$ cat config.mk
export PLATFORM = sky130hd
export DESIGN_NAME = arip_back
export DESIGN_NICKNAME = d
export VERILOG_FILES = /design/src/arip_pkg.sv /design/src/arip_back.sv
export SDC_FILE = /design/constraint.sdc
export NUM_CORES = 2
export LEC_CHECK = 0
export BUFFER_PORTS_ARGS = -buffer_cell sky130_fd_sc_hd__buf_4
export CAP_MARGIN = 40
export CORE_AREA = 2 2 507 257
export CTS_CLUSTER_DIAMETER = 100
export CTS_CLUSTER_SIZE = 16
export DETAILED_ROUTE_END_ITERATION = 6
export DIE_AREA = 0 0 509 259
export GPL_ROUTABILITY_DRIVEN = 0
export PLACE_DENSITY = 0.7
export REMOVE_ABC_BUFFERS = 1
export SLEW_MARGIN = 20
export SYNTH_ARGS = -nofsm -noshare
export SYNTH_HDL_FRONTEND = slang
export SYNTH_SLANG_ARGS = --single-unit
$ cat constraint.sdc
create_clock -name clk -period 11.6 [get_ports clk]
set_input_delay 0.58 -clock clk [delete_from_list [all_inputs] [get_ports clk]]
set_output_delay 0.58 -clock clk [all_outputs]
set_load 0.02 [all_outputs]
$ cat src/arip_pkg.sv
// Shared widths, register codes and item types for the affine reprojection inlier counter.
`default_nettype none
package arip_pkg;

  // Field widths.
  localparam int COORD_W = 20;
  localparam int COEF_W  = 24;
  localparam int RAD_W   = 16;
  localparam int DIST_W  = 48;
  localparam int TOTAL_W = 17;

  // Inlier count saturation point and the counter width it needs.
  localparam int MAX_POINTS = 65536;
  localparam int CNT_W      = $clog2(MAX_POINTS + 1);

  // Datapath widths.
  localparam int PROD_W = COEF_W + COORD_W;      // one coefficient times one coordinate
  localparam int ACC_W  = PROD_W + 2;            // two products plus shifted translation
  localparam int FRAC_W = 16;                    // Q8.16 fraction bits
  localparam int PROJ_W = ACC_W - FRAC_W;        // projected coordinate, 1/16 px
  localparam int RES_W  = PROJ_W + 1;            // residual after subtracting dst
  localparam int MAG_W  = RES_W - 1;             // residual magnitude
  localparam int SQ_W   = 2 * MAG_W;             // squared magnitude
  localparam int SUM_W  = SQ_W + 1;              // sum of both squares
  localparam int RSQ_W  = 2 * RAD_W;             // squared radius

  // Queue between front and back.
  localparam int QDEPTH = 4;
  localparam int QPTR_W = $clog2(QDEPTH);
  localparam int QCNT_W = $clog2(QDEPTH + 1);

  // Front pipeline depth, used for the credit check on the input.
  localparam int FRONT_STAGES = 2;
  localparam int FCNT_W       = $clog2(FRONT_STAGES + 1);

  // Configuration port.
  localparam int CFG_IDX_W  = 3;
  localparam int CFG_DATA_W = COEF_W;

  typedef enum logic [CFG_IDX_W-1:0] {
    REG_COEF_XX       = 3'd0,
    REG_COEF_XY       = 3'd1,
    REG_SHIFT_X       = 3'd2,
    REG_COEF_YX       = 3'd3,
    REG_COEF_YY       = 3'd4,
    REG_SHIFT_Y       = 3'd5,
    REG_INLIER_RADIUS = 3'd6
  } reg_index_t;

  // Register reset values.
  localparam logic signed [COEF_W-1:0] COEF_ONE     = 24'sd65536;
  localparam logic signed [COEF_W-1:0] COEF_ZERO    = 24'sd0;
  localparam logic        [RAD_W-1:0]  RADIUS_RESET = 16'd48;

  // Affine model and threshold as held in the register file.
  typedef struct packed {
    logic signed [COEF_W-1:0] coef_xx;
    logic signed [COEF_W-1:0] coef_xy;
    logic signed [COEF_W-1:0] shift_x;
    logic signed [COEF_W-1:0] coef_yx;
    logic signed [COEF_W-1:0] coef_yy;
    logic signed [COEF_W-1:0] shift_y;
    logic        [RAD_W-1:0]  inlier_radius;
  } cfg_t;

  // One input correspondence.
  typedef struct packed {
    logic signed [COORD_W-1:0] src_x;
    logic signed [COORD_W-1:0] src_y;
    logic signed [COORD_W-1:0] dst_x;
    logic signed [COORD_W-1:0] dst_y;
    logic                      last_pair;
  } point_t;

  // Residual pair passed from front to back.
  typedef struct packed {
    logic signed [RES_W-1:0] err_x;
    logic signed [RES_W-1:0] err_y;
    logic                    last_pair;
  } resid_t;

endpackage
`default_nettype wire

$ cat src/arip_back.sv
// Back end: squares the residuals, tests against the radius and keeps the inlier count.
`default_nettype none
module arip_back (
  input  wire logic               clk,
  input  wire logic               rst,
  input  wire logic [arip_pkg::RAD_W-1:0] inlier_radius,
  input  wire arip_pkg::resid_t   head,
  input  wire logic               not_empty,
  output logic                    pop,
  output logic                    m_tvalid,
  input  wire logic               m_tready,
  output logic                    out_inlier,
  output logic [arip_pkg::DIST_W-1:0]  out_dist,
  output logic [arip_pkg::TOTAL_W-1:0] out_total,
  output logic                    out_last
);

  localparam logic [arip_pkg::CNT_W-1:0] CNT_MAX = arip_pkg::CNT_W'(arip_pkg::MAX_POINTS);

  // Squared radius; user keeps register file steady with items in flight, unchecked.
  logic [arip_pkg::RSQ_W-1:0] rsq;
  always_ff @(posedge clk) begin
    rsq <= inlier_radius * inlier_radius;
  end

  // Handshake between the square stage and the output register.
  logic v1;
  logic out_ready, b1_ready, advance;

  assign out_ready = !m_tvalid || m_tready;
  assign b1_ready  = !v1 || out_ready;
  assign pop       = not_empty && b1_ready;
  assign advance   = v1 && out_ready;

  // Square stage: magnitudes and their squares.
  logic [arip_pkg::MAG_W-1:0] mag_x, mag_y;
  logic [arip_pkg::SQ_W-1:0]  sq_x, sq_y;
  logic                       last1;

  always_comb begin
    mag_x = head.err_x[arip_pkg::RES_W-1] ? arip_pkg::MAG_W'(-head.err_x)
                                          : arip_pkg::MAG_W'(head.err_x);
    mag_y = head.err_y[arip_pkg::RES_W-1] ? arip_pkg::MAG_W'(-head.err_y)
                                          : arip_pkg::MAG_W'(head.err_y);
  end

  always_ff @(posedge clk) begin
    if (rst) begin
      v1 <= 1'b0;
    end else if (b1_ready) begin
      v1 <= not_empty;
    end
  end

  always_ff @(posedge clk) begin
    if (pop) begin
      sq_x  <= mag_x * mag_x;
      sq_y  <= mag_y * mag_y;
      last1 <= head.last_pair;
    end
  end

  // Sum, threshold test, saturation and count update.
  logic [arip_pkg::SUM_W-1:0]  sum;
  logic                        inl;
  logic [arip_pkg::DIST_W-1:0] dist_sat;
  logic [arip_pkg::CNT_W-1:0]  running_count, cnt_after, running_count_next;

  always_comb begin
    sum  = arip_pkg::SUM_W'(sq_x) + arip_pkg::SUM_W'(sq_y);
    inl  = (sum <= arip_pkg::SUM_W'(rsq));
    dist_sat = (|sum[arip_pkg::SUM_W-1:arip_pkg::DIST_W]) ? '1 : sum[arip_pkg::DIST_W-1:0];
    cnt_after = (inl && running_count < CNT_MAX) ? running_count + 1'b1 : running_count;
    running_count_next = last1 ? '0 : cnt_after;
  end

  always_ff @(posedge clk) begin
    if (rst) begin
      running_count <= '0;
      m_tvalid      <= 1'b0;
    end else begin
      if (advance) running_count <= running_count_next;
      if (out_ready) m_tvalid <= v1;
    end
  end

  // Output register.
  always_ff @(posedge clk) begin
    if (advance) begin
      out_inlier <= inl;
      out_dist   <= dist_sat;
      out_total  <= arip_pkg::TOTAL_W'(cnt_after);
      out_last   <= last1;
    end
  end

`ifndef ASSERT_OFF
  // A flagged inlier never carries an error above the squared radius.
  a_inlier_dist: assert property (@(posedge clk) disable iff (rst)
    m_tvalid && out_inlier |-> out_dist <= arip_pkg::DIST_W'(rsq))
    else $error("inlier flag with error above threshold");

  // The count restarts after the last pair of a set.
  a_count_restart: assert property (@(posedge clk) disable iff (rst)
    advance && last1 |=> running_count == '0)
    else $error("count not cleared at end of set");
`endif

endmodule
`default_nettype wire

==> flow_summary.ini <==
[run_status]
status = completed

[route]
drtAntennaViolNets = 0
drtIter0Drc = 5870
met3_length_um = 32000
drt_pass1_iterations = 7
vias = 52100
avgViaCountPerCell = 5.55
top_layer_used = met5
drcViolationCount = 0
dr_wl_met2_um = 78800
wire_per_inst_um = 21.9
routed_wl_um = 206000
wl_met1_um = 90700

[worst_setup_path]
crit_top_cell = fa_1
worstPathRequired_ps = 11880
endpoint_kind = flip-flop
startpoint_type = primary input
r2r-end = out_total[15]
regToRegSetupSlack_ps = 3780
crit_type = primary input to flip-flop
reg2reg_depth = 24
cp_max_fo = 15
cp_slowest_cell = fa_1
r2r_start = sq_x[4]
cpPeakStageDelay_ps = 600
worstPathArrival_ps = 11400

[clock_tree]
clock-sinks = 236
cts_tree = done
ctsRootBufferMaster = clkbuf_16
ctsResizeCount = 0
cts_hold_buf = 0
cts.path.max_buffers = 3
path_clk_slew_ps = 80
postCtsSetupBuffers = 0
cts_buffers = 19
ctsHtreeMaxLevel = 1
clock_latency_ps = 570

[placement]
dpl.cell_count = 9362
port_buffers = 151
hpwl_um = 176000

[min_path]
min_to = last1
hold_depth = 1
worstHoldStart = head[0]
hold_class = primary input to flip-flop

[sta]
rsz0062_at_grt = no
setup_viol = 0
min_period_ps = 11110
skew_ps = 57.3
slew_violations = 0
post-route-period-util_pct = 95.8
finalSetupTns_ps = 0
slew_headroom_pct = 38.1
clock.fmax_mhz = 90.0
worst_pin_slew_ps = 927
hold_violations = 0

[logic_synthesis]
async_flop_share_pct = 0
seq_area_frac_synth_pct = 9.44
synth_enable_flop_cells = 186
avgSynthCellArea_um2 = 9.26
synthCells = 7532
ys_ff_latch = 236
synth_flop_cell = edfxtp_1
yosysWarnings = 0
syn_area_um2 = 69700
synth_cell_types = 87

[job]
cap_violations = 0

[floorplanning]
num_rows = 93
io_pins = 152
die_h_um = 259
fp.coreArea_um2 = 128000
die_x_um = 509
initial_core_util_pct = 54.6
die_area_um2 = 132000

[cells_and_area]
drive_above_1_share_pct = 5.27
fin_nets = 10000
instances_no_fill = 9396
area_delta_synth_final_pct = 6.60

[grt]
grt_max_degree = 121
grt_pass1_vias = 54900
globalRouteOverflowTotal = 0
track_usage_pct = 32.2
antenna_found_initial = 2
grt_pass1_wl_um = 323000
sequential cells by signal, indices dropped and copies added (netlist names):
signal and cells:
sq_x 59, rsq 31, v1 1, out_inlier 1, last1 1, out_total 17
out_last 1, m_tvalid 1, sq_y 59, out_dist 48, running_count 17
cells in the mapped netlist (all sizes together), types with 12 or more instances:
library cell | n | area [µm²]
inv | 2165 | 8130
fa | 1560 | 31200
ha | 687 | 8600
nand2 | 668 | 2510
nor2 | 625 | 2350
a21oi | 203 | 1020
xnor2 | 189 | 1660
edfxtp | 186 | 5590
clkbuf | 184 | 691
o21ai | 140 | 704
a21o | 98 | 736
xor2 | 98 | 858
nand2b | 71 | 444
and2 | 63 | 394
nand3 | 59 | 295
dfxtp | 50 | 1000
nand4 | 37 | 231
nor3 | 35 | 175
and3 | 32 | 201
o21bai | 30 | 225
o21a | 28 | 210
nor2b | 26 | 163
a31oi | 21 | 131
o31ai | 18 | 140
or4 | 17 | 139
or3 | 16 | 100
a211oi | 15 | 118
o211ai | 15 | 118
clkinv | 14 | 52.6
nor4 | 14 | 87.6
buf | 13 | 58.8
o41ai | 12 | 113
worst max-delay path, delay by kind of cell:
| kind | cells | cell delay, ps |
|---|---|---|
| adders and majority gates | 9 | 4340 |
| buffers and inverters | 6 | 1150 |
| and+or+nand+nor | 7 | 2280 |
| xor gates and xnor gates | 2 | 300 |
| AOI/OAI and AO/OA | 13 | 2700 |
layout by cell type, fill, tap and decap left out, types with 98 or more instances in the layout:
cell type	count
xnor2_1	177
ha_1	687
edfxtp_1	186
fa_1	1560
a21oi_1	201
buf_4	313
a21o_1	98
inv_1	2162
o21ai_0	135
nand2_1	668
nor2_1	625
how the worst max path moves through the flow:
stage | cells after the start | start | end | slack [ps]
finish | 37 | head[3] | sq_y[56] | 490
global route | 40 | head[3] | sq_y[57] | 0.9
CTS | 40 | head[3] | sq_y[57] | 610
detailed placement | 40 | head[3] | sq_y[57] | 80
global placement | 40 | head[3] | sq_y[57] | 240
floorplan | 37 | head[3] | sq_y[55] | 540
metal layers:
layer	track usage, %	up-vias
li1	-	22800
met1	50.9	26000
met3	11.3	282
met5	0	-
met2	42.8	3037
met4	4.85	4
area by class of cell:
cell class	count	area, µm²
repair buffers	320	2460
inverters	2179	8180
well taps	1710	2140
diodes	1	2.50
multi-input cells	4920	54400
fillers	11000	53300
clock inverters	3	28.8
flip-flops and latches	236	6590
clock buffers	27	527
stage by stage:
step / util (%) / setup slack (ps) / cell area, µm² / hold WS (ps)
6_report: 58.2 / 486 / 74300 / 194
5_1_grt: 58.2 / 0.895 / 74300 / 185
4_1_cts: 58.2 / 611 / 74300 / 178
3_5_place_dp: 57.7 / 82.7 / 73700 / 497
3_3_place_gp: 57.7 / 235 / 73700 / 494
2_1_floorplan: - / 544 / 69000 / 451
logic make-up (layout without fill, tap and decap cells):
kind of cell | after synthesis | in the layout | synth area share, %
and+or+nand+nor | 1690 | 1690 | 10.5
AOI/OAI and AO/OA | 686 | 686 | 6.43
buffers and inverters | 2376 | 2529 | 12.8
xor gates and xnor gates | 287 | 287 | 3.60
DFF | 236 | 236 | 9.44
other | 0 | 1 | 0
adders and majority gates | 2247 | 2247 | 57.1
muxes | 10 | 10 | 0.152
Power is left out: the tool's default activity adds up to more than one toggle a clock period on the data nets, which glitch-free logic cannot reach.
