==> src/arip_pkg.sv <==
// Shared widths, register codes and item types for the affine reprojection inlier counter.
`default_nettype none
package arip_pkg;

  // Field widths.
  localparam int COORD_W = 20;
  localparam int COEF_W  = 24;
  localparam int RAD_W   = 16;
  localparam int DIST_W  = 48;
  localparam int TOTAL_W = 17;

  // Inlier count saturation point and the counter width it needs.
  localparam int MAX_POINTS = 65536;
  localparam int CNT_W      = $clog2(MAX_POINTS + 1);

  // Datapath widths.
  localparam int PROD_W = COEF_W + COORD_W;      // one coefficient times one coordinate
  localparam int ACC_W  = PROD_W + 2;            // two products plus shifted translation
  localparam int FRAC_W = 16;                    // Q8.16 fraction bits
  localparam int PROJ_W = ACC_W - FRAC_W;        // projected coordinate, 1/16 px
  localparam int RES_W  = PROJ_W + 1;            // residual after subtracting dst
  localparam int MAG_W  = RES_W - 1;             // residual magnitude
  localparam int SQ_W   = 2 * MAG_W;             // squared magnitude
  localparam int SUM_W  = SQ_W + 1;              // sum of both squares
  localparam int RSQ_W  = 2 * RAD_W;             // squared radius

  // Queue between front and back.
  localparam int QDEPTH = 4;
  localparam int QPTR_W = $clog2(QDEPTH);
  localparam int QCNT_W = $clog2(QDEPTH + 1);

  // Front pipeline depth, used for the credit check on the input.
  localparam int FRONT_STAGES = 2;
  localparam int FCNT_W       = $clog2(FRONT_STAGES + 1);

  // Configuration port.
  localparam int CFG_IDX_W  = 3;
  localparam int CFG_DATA_W = COEF_W;

  typedef enum logic [CFG_IDX_W-1:0] {
    REG_COEF_XX       = 3'd0,
    REG_COEF_XY       = 3'd1,
    REG_SHIFT_X       = 3'd2,
    REG_COEF_YX       = 3'd3,
    REG_COEF_YY       = 3'd4,
    REG_SHIFT_Y       = 3'd5,
    REG_INLIER_RADIUS = 3'd6
  } reg_index_t;

  // Register reset values.
  localparam logic signed [COEF_W-1:0] COEF_ONE     = 24'sd65536;
  localparam logic signed [COEF_W-1:0] COEF_ZERO    = 24'sd0;
  localparam logic        [RAD_W-1:0]  RADIUS_RESET = 16'd48;

  // Affine model and threshold as held in the register file.
  typedef struct packed {
    logic signed [COEF_W-1:0] coef_xx;
    logic signed [COEF_W-1:0] coef_xy;
    logic signed [COEF_W-1:0] shift_x;
    logic signed [COEF_W-1:0] coef_yx;
    logic signed [COEF_W-1:0] coef_yy;
    logic signed [COEF_W-1:0] shift_y;
    logic        [RAD_W-1:0]  inlier_radius;
  } cfg_t;

  // One input correspondence.
  typedef struct packed {
    logic signed [COORD_W-1:0] src_x;
    logic signed [COORD_W-1:0] src_y;
    logic signed [COORD_W-1:0] dst_x;
    logic signed [COORD_W-1:0] dst_y;
    logic                      last_pair;
  } point_t;

  // Residual pair passed from front to back.
  typedef struct packed {
    logic signed [RES_W-1:0] err_x;
    logic signed [RES_W-1:0] err_y;
    logic                    last_pair;
  } resid_t;

endpackage
`default_nettype wire

==> src/arip_fifo.sv <==
// Short queue of residual pairs between the front and back ends.
`default_nettype none
module arip_fifo (
  input  wire logic               clk,
  input  wire logic               rst,
  input  wire logic               push,
  input  wire arip_pkg::resid_t   push_item,
  input  wire logic               pop,
  output arip_pkg::resid_t        head,
  output logic                    not_empty,
  output logic [arip_pkg::QCNT_W-1:0] count
);

  arip_pkg::resid_t              slots [arip_pkg::QDEPTH];
  logic [arip_pkg::QPTR_W-1:0]   wr_ptr, rd_ptr;

  // Pointers and fill count.
  always_ff @(posedge clk) begin
    if (rst) begin
      wr_ptr <= '0;
      rd_ptr <= '0;
      count  <= '0;
    end else begin
      if (push) wr_ptr <= wr_ptr + 1'b1;
      if (pop)  rd_ptr <= rd_ptr + 1'b1;
      count <= count + arip_pkg::QCNT_W'(push) - arip_pkg::QCNT_W'(pop);
    end
  end

  // Storage.
  always_ff @(posedge clk) begin
    if (push) slots[wr_ptr] <= push_item;
  end

  assign head      = slots[rd_ptr];
  assign not_empty = (count != '0);

`ifndef ASSERT_OFF
  // The input credit check must keep the queue from overflowing.
  a_no_overflow: assert property (@(posedge clk) disable iff (rst)
    push && !pop |-> count < arip_pkg::QCNT_W'(arip_pkg::QDEPTH))
    else $error("queue written while full");

  a_no_underflow: assert property (@(posedge clk) disable iff (rst)
    pop |-> not_empty)
    else $error("queue read while empty");
`endif

endmodule
`default_nettype wire

==> config.mk <==
export PLATFORM = sky130hd
export DESIGN_NAME = arip_fifo
export DESIGN_NICKNAME = d
export VERILOG_FILES = /design/src/arip_pkg.sv /design/src/arip_fifo.sv
export SDC_FILE = /design/constraint.sdc
export NUM_CORES = 1
export LEC_CHECK = 0
export BUFFER_PORTS_ARGS = -buffer_cell sky130_fd_sc_hd__buf_4
export CORE_ASPECT_RATIO = 1.1
export CORE_MARGIN = 2
export CORE_UTILIZATION = 41
export CTS_BUF_LIST = sky130_fd_sc_hd__clkbuf_4 sky130_fd_sc_hd__clkbuf_8 sky130_fd_sc_hd__clkbuf_16
export DETAILED_ROUTE_END_ITERATION = 8
export GPL_TIMING_DRIVEN = 0
export SLEW_MARGIN = 10
export SYNTH_ARGS = -nofsm -noshare
export SYNTH_HDL_FRONTEND = slang
export SYNTH_SLANG_ARGS = --single-unit
==> constraint.sdc <==
create_clock -name clk -period 3.15 [get_ports clk]
set_input_delay 0.315 -clock clk [delete_from_list [all_inputs] [get_ports clk]]
set_output_delay 0.315 -clock clk [all_outputs]
set_load 0.03 [all_outputs]
==> impl.org, run 1 <==
** Run status
- The flow ran to the end, and the final reports show no timing, DRC or antenna violations.

** Placement
- Routability congestion estimate :: 0.699
- Detailed placement ended at an HPWL of 10300 µm.
- In this run the cell area measured after placement is 11100 µm².
- Buffers placed on the I/O ports in this run total 133.
- The number of placed instances, taps included, is 807.

** Timing
- Slew margin rel. :: 63.0%
- Tightest hold margin :: 0.0290 ns
- Ratio of final minimum period to clock period :: 80.2%
- Clock skew on the completed layout was measured at 0.0100 ns.
- Total setup violations reported at the end of the flow :: 0
- Worst slew pin tran :: 0.555 ns
- Setup repair after global routing left no endpoint under its margin.
- Final TNS setup :: 0 ns
- The count of final hold-check violations was 0.
- Final Max Tran Viols :: 0
- After layout, the minimum clock period comes to 2.53 ns.
- Achievable frequency :: 396 MHz

** Route
- Vias per inst :: 4.86
- Residual antenna-violating net count after detailed routing :: 0
- Dividing the detail-routed wire length by the instance count gives 19.0 µm.
- DRT Wirelength :: 17500 µm
- Detailed router's first-iteration violation count :: 179
- Final routed DRC violation total :: 0
- Number of iterations in the first detailed-routing pass :: 4
- Summing over every cut layer, the via total after detailed routing is 4454.

** Clock network
- Post-CTS resize count :: 0
- The root buffer cell chosen for the clock tree is sky130_fd_sc_hd__clkbuf_16.
- TritonCTS built the clock tree.
- CTS clk-pin slew, worst paths :: 0.06 ns
- CTS H-tree depth :: 1
- Clock Tree Buf Depth :: 3
- The number of hold buffers added after CTS was 63.
- CTS saw 261 sinks.
- Counting the buffers created by CTS gives 26.
- After clock tree synthesis, the setup repair step added 0 buffers.
- Clock latency on the worst-skew pair :: 0.52 ns

** Finish
- The repair_antennas step left the layout with diodes totalling 0.
- Cell Count, Final, Fillers Out :: 917
- Summed area of non-filler cells in the final layout :: 12600 µm²
- Number of fill cells in the layout :: 1814
- Utilization after layout :: 54.7%
- Compared with the post-synthesis result, the final layout area differs by 30.8%.
- Fin nets :: 672
- Of the cells placed in the final design, the portion with a size suffix greater than 1 is 41.0%.

** Critical path
- Category of the critical setup timing path :: flop to output port
- STA classifies the critical path startpoint as a flop.
- Data on the critical path arrives at its endpoint at 2.21 ns.
- Combined buffer and inverter count along the critical path :: 3
- In this run the worst path has a maximum fanout of 10.
- Critical path's largest stage delay :: 0.43 ns
- Data required time of the critical path :: 2.83 ns
- Cell at the slowest stage of the critical path :: sky130_fd_sc_hd__clkbuf_1
- STA classifies the critical path endpoint as an output port.
- Crit path cell chain :: clkbuf_1, buf_2, mux4_2, buf_4
- The cell family contributing the most delay on the critical path is buffers and inverters.

** Flow run
- Max-Cap Viols :: 0

** Worst hold path
- The min-delay analysis places its worst path in the category primary input to flop.

** Yosys
- sky130_fd_sc_hd__edfxtp_1 is the most common cell in the netlist.
- In the synthesized netlist the async set-or-reset flop fraction comes to 0%.
- The cell area that synthesis handed to floorplanning was 9600 µm².
- Number of flops mapped to enable cells by yosys :: 252
- Seq cells post-synth :: 261
- Total number of yosys warnings :: 0
- By area the synthesized netlist is led by sky130_fd_sc_hd__edfxtp_1 (79%), sky130_fd_sc_hd__mux4_2 (14%), sky130_fd_sc_hd__dfxtp_1 (1.9%).
- Post-synth net total :: 444
- Count of distinct cell types in the synthesized netlist :: 21
- The share of the Yosys chip area taken by registers is 80.7%.
- Primary flip-flop cell chosen by synthesis mapping :: sky130_fd_sc_hd__edfxtp_1
- Mean area per synthesized cell :: 25.9 µm²
- sky130_fd_sc_hd__edfxtp_1 takes more of the synthesized area than any other cell.
- Cells after synthesis :: 370
- Most used standard cells in the synthesized netlist :: sky130_fd_sc_hd__edfxtp_1 (252), sky130_fd_sc_hd__mux4_2 (60), sky130_fd_sc_hd__dfxtp_1 (9)
- In this run the biggest area consumer among cell types represents 78.9% of the synthesized area.

** Die
- The die covers 24600 µm².
- In this run the standard cell core region covers 22900 µm².
- Initial Util :: 41.8%
- 134 I/O pins were placed.
- In this run the vertical extent of the chip is 164 µm.
- Horizontal extent of the die :: 150 µm
- FP Rows :: 58

** Global route
- Global routing finished with a remaining overflow of 0.
- Maximum number of pins on one net before global-route repair :: 39
- First-pass GRT wire length :: 26700 µm
- Global routing used 14.2% of the available tracks.
- The number of global-route vias before repair came to 4895.
- Initial antenna violation count :: 0

** Power and ir drop
- VDD sags by at most 394 µV.
- The share of total power dissipated in the clock network is 36.3%.
- Psw :: 1.89 mW
- Leakage :: 4.33 nW
- In this run, flip-flops and latches consume 49.3% of the power.
- Combinational logic is responsible for 14.4% of the overall power.
- Power Dens Cells :: 652 nW/µm²
- Switching share of total power :: 23.1%
- Internal power of the cells :: 6.29 mW
==> per-layer routing <==
metal	track usage, %	vias up	share of wire [%]	wire, µm
met5	0	-	0	0
met4	4.50	0	2.3	403
met3	2.90	34	5.2	907
met2	24.4	112	51	8840
met1	18.2	2275	42	7300
li1	-	2033	-	-
==> worst paths after layout <==
| check | start | depth (start not counted) | to | slack [ns] |
|---|---|---|---|---|
| worst max register to register | wr_ptr[0] | 4 | slots[2][3] | 1.43 |
| worst min register to register | rd_ptr[1] | 2 | flop | 0.52 |
| worst max-delay path | flop | 4 | head[58] | 0.62 |
| worst min-delay path | rst | 2 | flop | 0.03 |
==> power groups by stage <==
stage | Clock [mW] | Combinational, mW | Sequential, mW
after floorplan | 0 | 0.673 | 4.12
final | 2.97 | 1.18 | 4.03
after global routing | 3.18 | 1.25 | 4.04
after detailed placement | 0 | 1.13 | 4.11
after global placement | 0 | 1.09 | 4.11
after CTS | 3.04 | 1.20 | 4.03
==> layout make-up <==
cell class | count | area [µm²] | share of cell area, %
timing repair buffer | 200 | 1740 | 13.9
clock inverter | 15 | 120 | 0.957
buffer | 14 | 165 | 1.32
clock buffer | 32 | 713 | 5.68
sequential | 261 | 7750 | 61.7
tap | 300 | 375 | 2.99
multi-input combinational | 89 | 1670 | 13.3
inverter | 6 | 22.5 | 0.179
==> cells in the final DEF, fill, tap and decap left out, types with 2 or more instances in the layout <==
cell	netlist	layout
sky130_fd_sc_hd__ha_1	6	6
sky130_fd_sc_hd__mux4_2	60	60
sky130_fd_sc_hd__dfxtp_1	9	9
sky130_fd_sc_hd__mux4_1	3	3
sky130_fd_sc_hd__dlygate4sd3_1	0	63
sky130_fd_sc_hd__buf_4	0	133
sky130_fd_sc_hd__clkbuf_4	0	5
sky130_fd_sc_hd__clkinv_2	0	2
sky130_fd_sc_hd__buf_12	6	6
sky130_fd_sc_hd__clkinv_1	0	9
sky130_fd_sc_hd__nor2b_1	2	2
sky130_fd_sc_hd__buf_2	6	6
sky130_fd_sc_hd__bufinv_16	0	2
sky130_fd_sc_hd__edfxtp_1	252	252
sky130_fd_sc_hd__nor2_1	5	5
sky130_fd_sc_hd__clkbuf_16	0	27
sky130_fd_sc_hd__xnor2_1	2	2
sky130_fd_sc_hd__and2_4	0	4
sky130_fd_sc_hd__inv_1	6	6
sky130_fd_sc_hd__buf_16	0	4
==> per-stage QoR <==
stage	total power, mW	setup WS (ns)
global route	8.48	0.519
CTS	8.28	0.552
finish	8.18	0.622
detailed placement	5.24	1.12
global placement	5.20	-0.548
floorplan	4.80	0.697
==> state kept, by name (all words and copies together), names as in the netlist, named ones only <==
register / count
count: 3
rd_ptr: 2
slots: 252
wr_ptr: 2
==> worst register-to-register path, stage by stage, from the launching register on <==
cell and delay [ns]:
sky130_fd_sc_hd__dfxtp_1 0.35, sky130_fd_sc_hd__inv_1 0.11, sky130_fd_sc_hd__ha_1 0.17, sky130_fd_sc_hd__and2_4 0.45, sky130_fd_sc_hd__buf_16 0.29
==> cell families after synthesis <==
| logic type | after synthesis | synth area share (%) |
|---|---|---|
| xor+xnor | 3 | 0.430 |
| flops | 261 | 80.7 |
| mux | 64 | 15.0 |
| buf+inv | 20 | 1.96 |
| simple gates | 13 | 0.730 |
| compound gates | 2 | 0.156 |
| fa+ha+maj | 7 | 0.991 |
Power figures use the tool's default switching activity.
==> run 2, diff against run 1 <==
- clock period: 3.15 -> 2 ns (I/O delays scaled with it)
==> run 2 against run 1 <==
  * The flow now finishes with violations (negative setup slack)
  * Combinational power up 75%
  * Global-route usage up 0.42 points
  * Critical endpoint is now head[29]
  * Flip-flop and latch count unchanged
  * Largest cell class unchanged
  * Non-clock buffer count up 9
  * Setup slack worse by 0.73 ns
==> impl.org, run 2 (same netlist as run 1, synthesis figures left out) <==
** Run status
- The final reports fail on negative setup slack.
- The run finished, with violations left.

** Timing
- Setup repair after global routing could not meet its margin everywhere.
- Final hold violation count :: 0 (unchanged)
- Crit path time final :: 2.11 ns
- The worst-case headroom to the max-slew limit came to 63.0% (about the same).
- Worst slew pin tran :: 0.554 ns (-0.000618 ns)
- Final Max Tran Viols :: 0 (unchanged)
- In the finished design, the share of the clock period the worst path needs comes to 105%.
- The setup-violating endpoint count in the final report is 63 (+63).
- Final setup margin :: -0.109 ns (-0.731 ns)
- Clock Skews :: 0.00752 ns (-0.00248 ns)
- The accumulated negative setup slack is -4.74 ns (-4.74 ns).
- Achievable frequency :: 474 MHz

** Power and ir drop
- The static power due to leakage was 4.45 nW (+2.8%).
- Internal power of the cells :: 9.85 mW (+57%)
- The largest voltage drop on the vdd net was 712 µV (+81%).
- The switching share of total power was 23.4% (+0.28 points).
- The power per unit of standard cell area is 998 nW/µm² (+53%).
- Part of the power in the clock network :: 34.5% (-1.8 points)
- Psw :: 3.00 mW (+59%)
- Portion of total power attributed to combinational logic :: 16.0% (+1.6 points)
- Sequential cell fraction of total power :: 49.5% (+0.2 points)

** Placement
- Port Buffers :: 133 (unchanged)
- Routability congestion estimate :: 0.676 (-3.3%)
- The worst setup timing slack at the placement stage was 0.0321 ns (-1.09 ns).
- The placed wire-length estimate after detailed placement was 10200 µm (-1.1%).

** Finish
- The number of flip-flops in the largest register is 252 (unchanged).
- Register with the highest flop count :: slots
- Commonest non-fill, non-tap cell in the layout :: sky130_fd_sc_hd__edfxtp_1
- The net total in the final layout is 681 (+1.3%).
- Layout overhead on the synthesized area :: 34.3%
- Commonest cells after routing, fill and taps aside :: sky130_fd_sc_hd__edfxtp_1 (252), sky130_fd_sc_hd__buf_4 (71), sky130_fd_sc_hd__dlygate4sd3_1 (67)
- The largest registers in the layout are slots x252, count x3.
- Layout cell share with drive strength beyond 1 :: 42.3% (+1.3 points)
- The antenna cell count is 0 (unchanged).

** Die
- Horizontal extent of the die :: 150 µm (unchanged)
- Num ports :: 134 (unchanged)
- The starting density of the core was 41.8% (unchanged).
- The placeable core region was 22900 µm² (unchanged).
- The die outline area was 24600 µm² (unchanged).
- FP Rows :: 58 (unchanged)
- Vert. Die Dim :: 164 µm (unchanged)

** Route
- The first-pass iteration count of the detailed router came to 4 (unchanged).
- DRT Wirelength :: 17900 µm (+2.4%)
- Per-cell routed wire length :: 19.3 µm (+1.4%)
- The post-detailed-route count of antenna-violating nets came to 0 (unchanged).
- The via count of the routed design is 4544 (+2.0%).
- Detailed router's first-iteration violation count :: 148 (-17%)
- The number of remaining DRC errors was 0 (unchanged).
- Vias per inst :: 4.91 (+1.0%)

** Global route
- The first-pass GRT wire length is 27400 µm (+2.4%).
- Initial antenna violation count :: 0 (unchanged)
- The number of global-route vias before repair was 5084 (+3.9%).
- The sum of overflow across all layers after global routing came to 0 (unchanged).
- The total global routing track utilization is 14.6% (+0.42 points).
- The largest net degree at the start of global routing is 34 (-13%).

** Flow run
- The reported max-cap violation count was 0 (unchanged).

** Critical path
- Number of cells on the worst reg-to-reg path :: 4 (unchanged)
- The largest fanout on the critical path is 10 (unchanged).
- Critical path startpoint category :: flop
- The worst path required time was 1.80 ns (-1.03 ns).
- CP Data Arrival Time :: 1.91 ns (-0.30 ns)
- Category of the critical setup timing path :: flop to output port
- STA classifies the critical path endpoint as an output port.

** Clock network
- Total clock buffers created by CTS :: 26 (unchanged)
- The largest buffer count on any clock path was 3 (unchanged).
- Root cell of the clock tree :: sky130_fd_sc_hd__clkbuf_16
- CTS H-tree depth :: 1 (unchanged)
- Clock latency on the worst-skew pair :: 0.51 ns (about the same)
- The clock input transition at the sequential cells of the worst setup and hold paths came to 0.06 ns (about the same).
- Clock tree from TritonCTS :: yes
- The clock sink count was 261 (unchanged).

** Worst hold path
- Number of instances on the worst hold path :: 2 (unchanged)
- The path class of the tightest hold or removal check is primary input to flop.
run 2: cell count changes in the layout (fill, tap and decap cells not counted), sizes merged:
| cell | change |
|---|---|
| buf | +5 |
| dlygate4sd3 | +4 |
| bufinv | -2 |
| clkbuf | +2 |
| clkinv | +2 |
| clkinvlp | -1 |
| inv | -1 |
run 2: area by class of cell:
cell class / instances / area, µm²
sequential: 261 / 7750
inverter: 6 / 22.5
clock inverter: 13 / 55.1
fill: 1752 / 10000
multi-input combinational: 89 / 1660
timing repair buffer: 210 / 2110
tap: 300 / 375
buffer: 13 / 175
clock buffer: 34 / 728
run 2: timing repair:
action / in CTS / in global routing
setup endpoints to repair: 63 / 63
setup buffers: 3 / 0
hold buffers: 67 / 0
cloned: 3 / 0
gates resized for setup: 72 / 7
hold endpoints to repair: 261 / 0
run 2: path summary, 6_finish.rpt:
check	slack, ns	endpoint	start
max	-0.11	head[29]	flop
min	0.43	slots[1][41]	push_item[41]
max reg2reg	0.27	slots[1][53]	wr_ptr[1]
min reg2reg	0.53	flop	rd_ptr[0]
run 2: power groups by stage:
stage	logic, mW	registers, mW	clock network [mW]
after floorplan	1.06	6.48	0
after global placement	1.72	6.46	0
after CTS	2.09	6.36	4.56
after detailed placement	1.77	6.47	0
after global routing	2.19	6.38	4.74
final	2.06	6.36	4.43
run 2: worst max-delay path, stage by stage (launching register included):
cell and delay (ns):
sky130_fd_sc_hd__dfxtp_4 0.37, sky130_fd_sc_hd__buf_12 0.16, sky130_fd_sc_hd__buf_12 0.16, sky130_fd_sc_hd__mux4_2 0.54, sky130_fd_sc_hd__buf_6 0.16
run 2: per-layer routing:
| metal | vias to the layer above | routed length, µm | track usage (%) |
|---|---|---|---|
| met3 | 32 | 913 | 3.12 |
| li1 | 2042 | - | - |
| met4 | 0 | 410 | 4.33 |
| met1 | 2353 | 7280 | 18.4 |
| met2 | 117 | 9260 | 25.5 |
| met5 | - | 0 | 0 |
run 2: through the flow:
stage | hold WS, ns | cells | util, % | cell area [µm²] | total power [mW]
2_1_floorplan | 0.272 | 370 | - | 9600 | 7.55
3_3_place_gp | 0.398 | 803 | 47.9 | 11000 | 8.18
3_5_place_dp | 0.404 | 807 | 48.2 | 11100 | 8.24
4_1_cts | 0.405 | 926 | 56.1 | 12900 | 13.0
5_1_grt | 0.416 | 926 | 56.2 | 12900 | 13.3
6_report | 0.426 | 926 | 56.2 | 12900 | 12.9
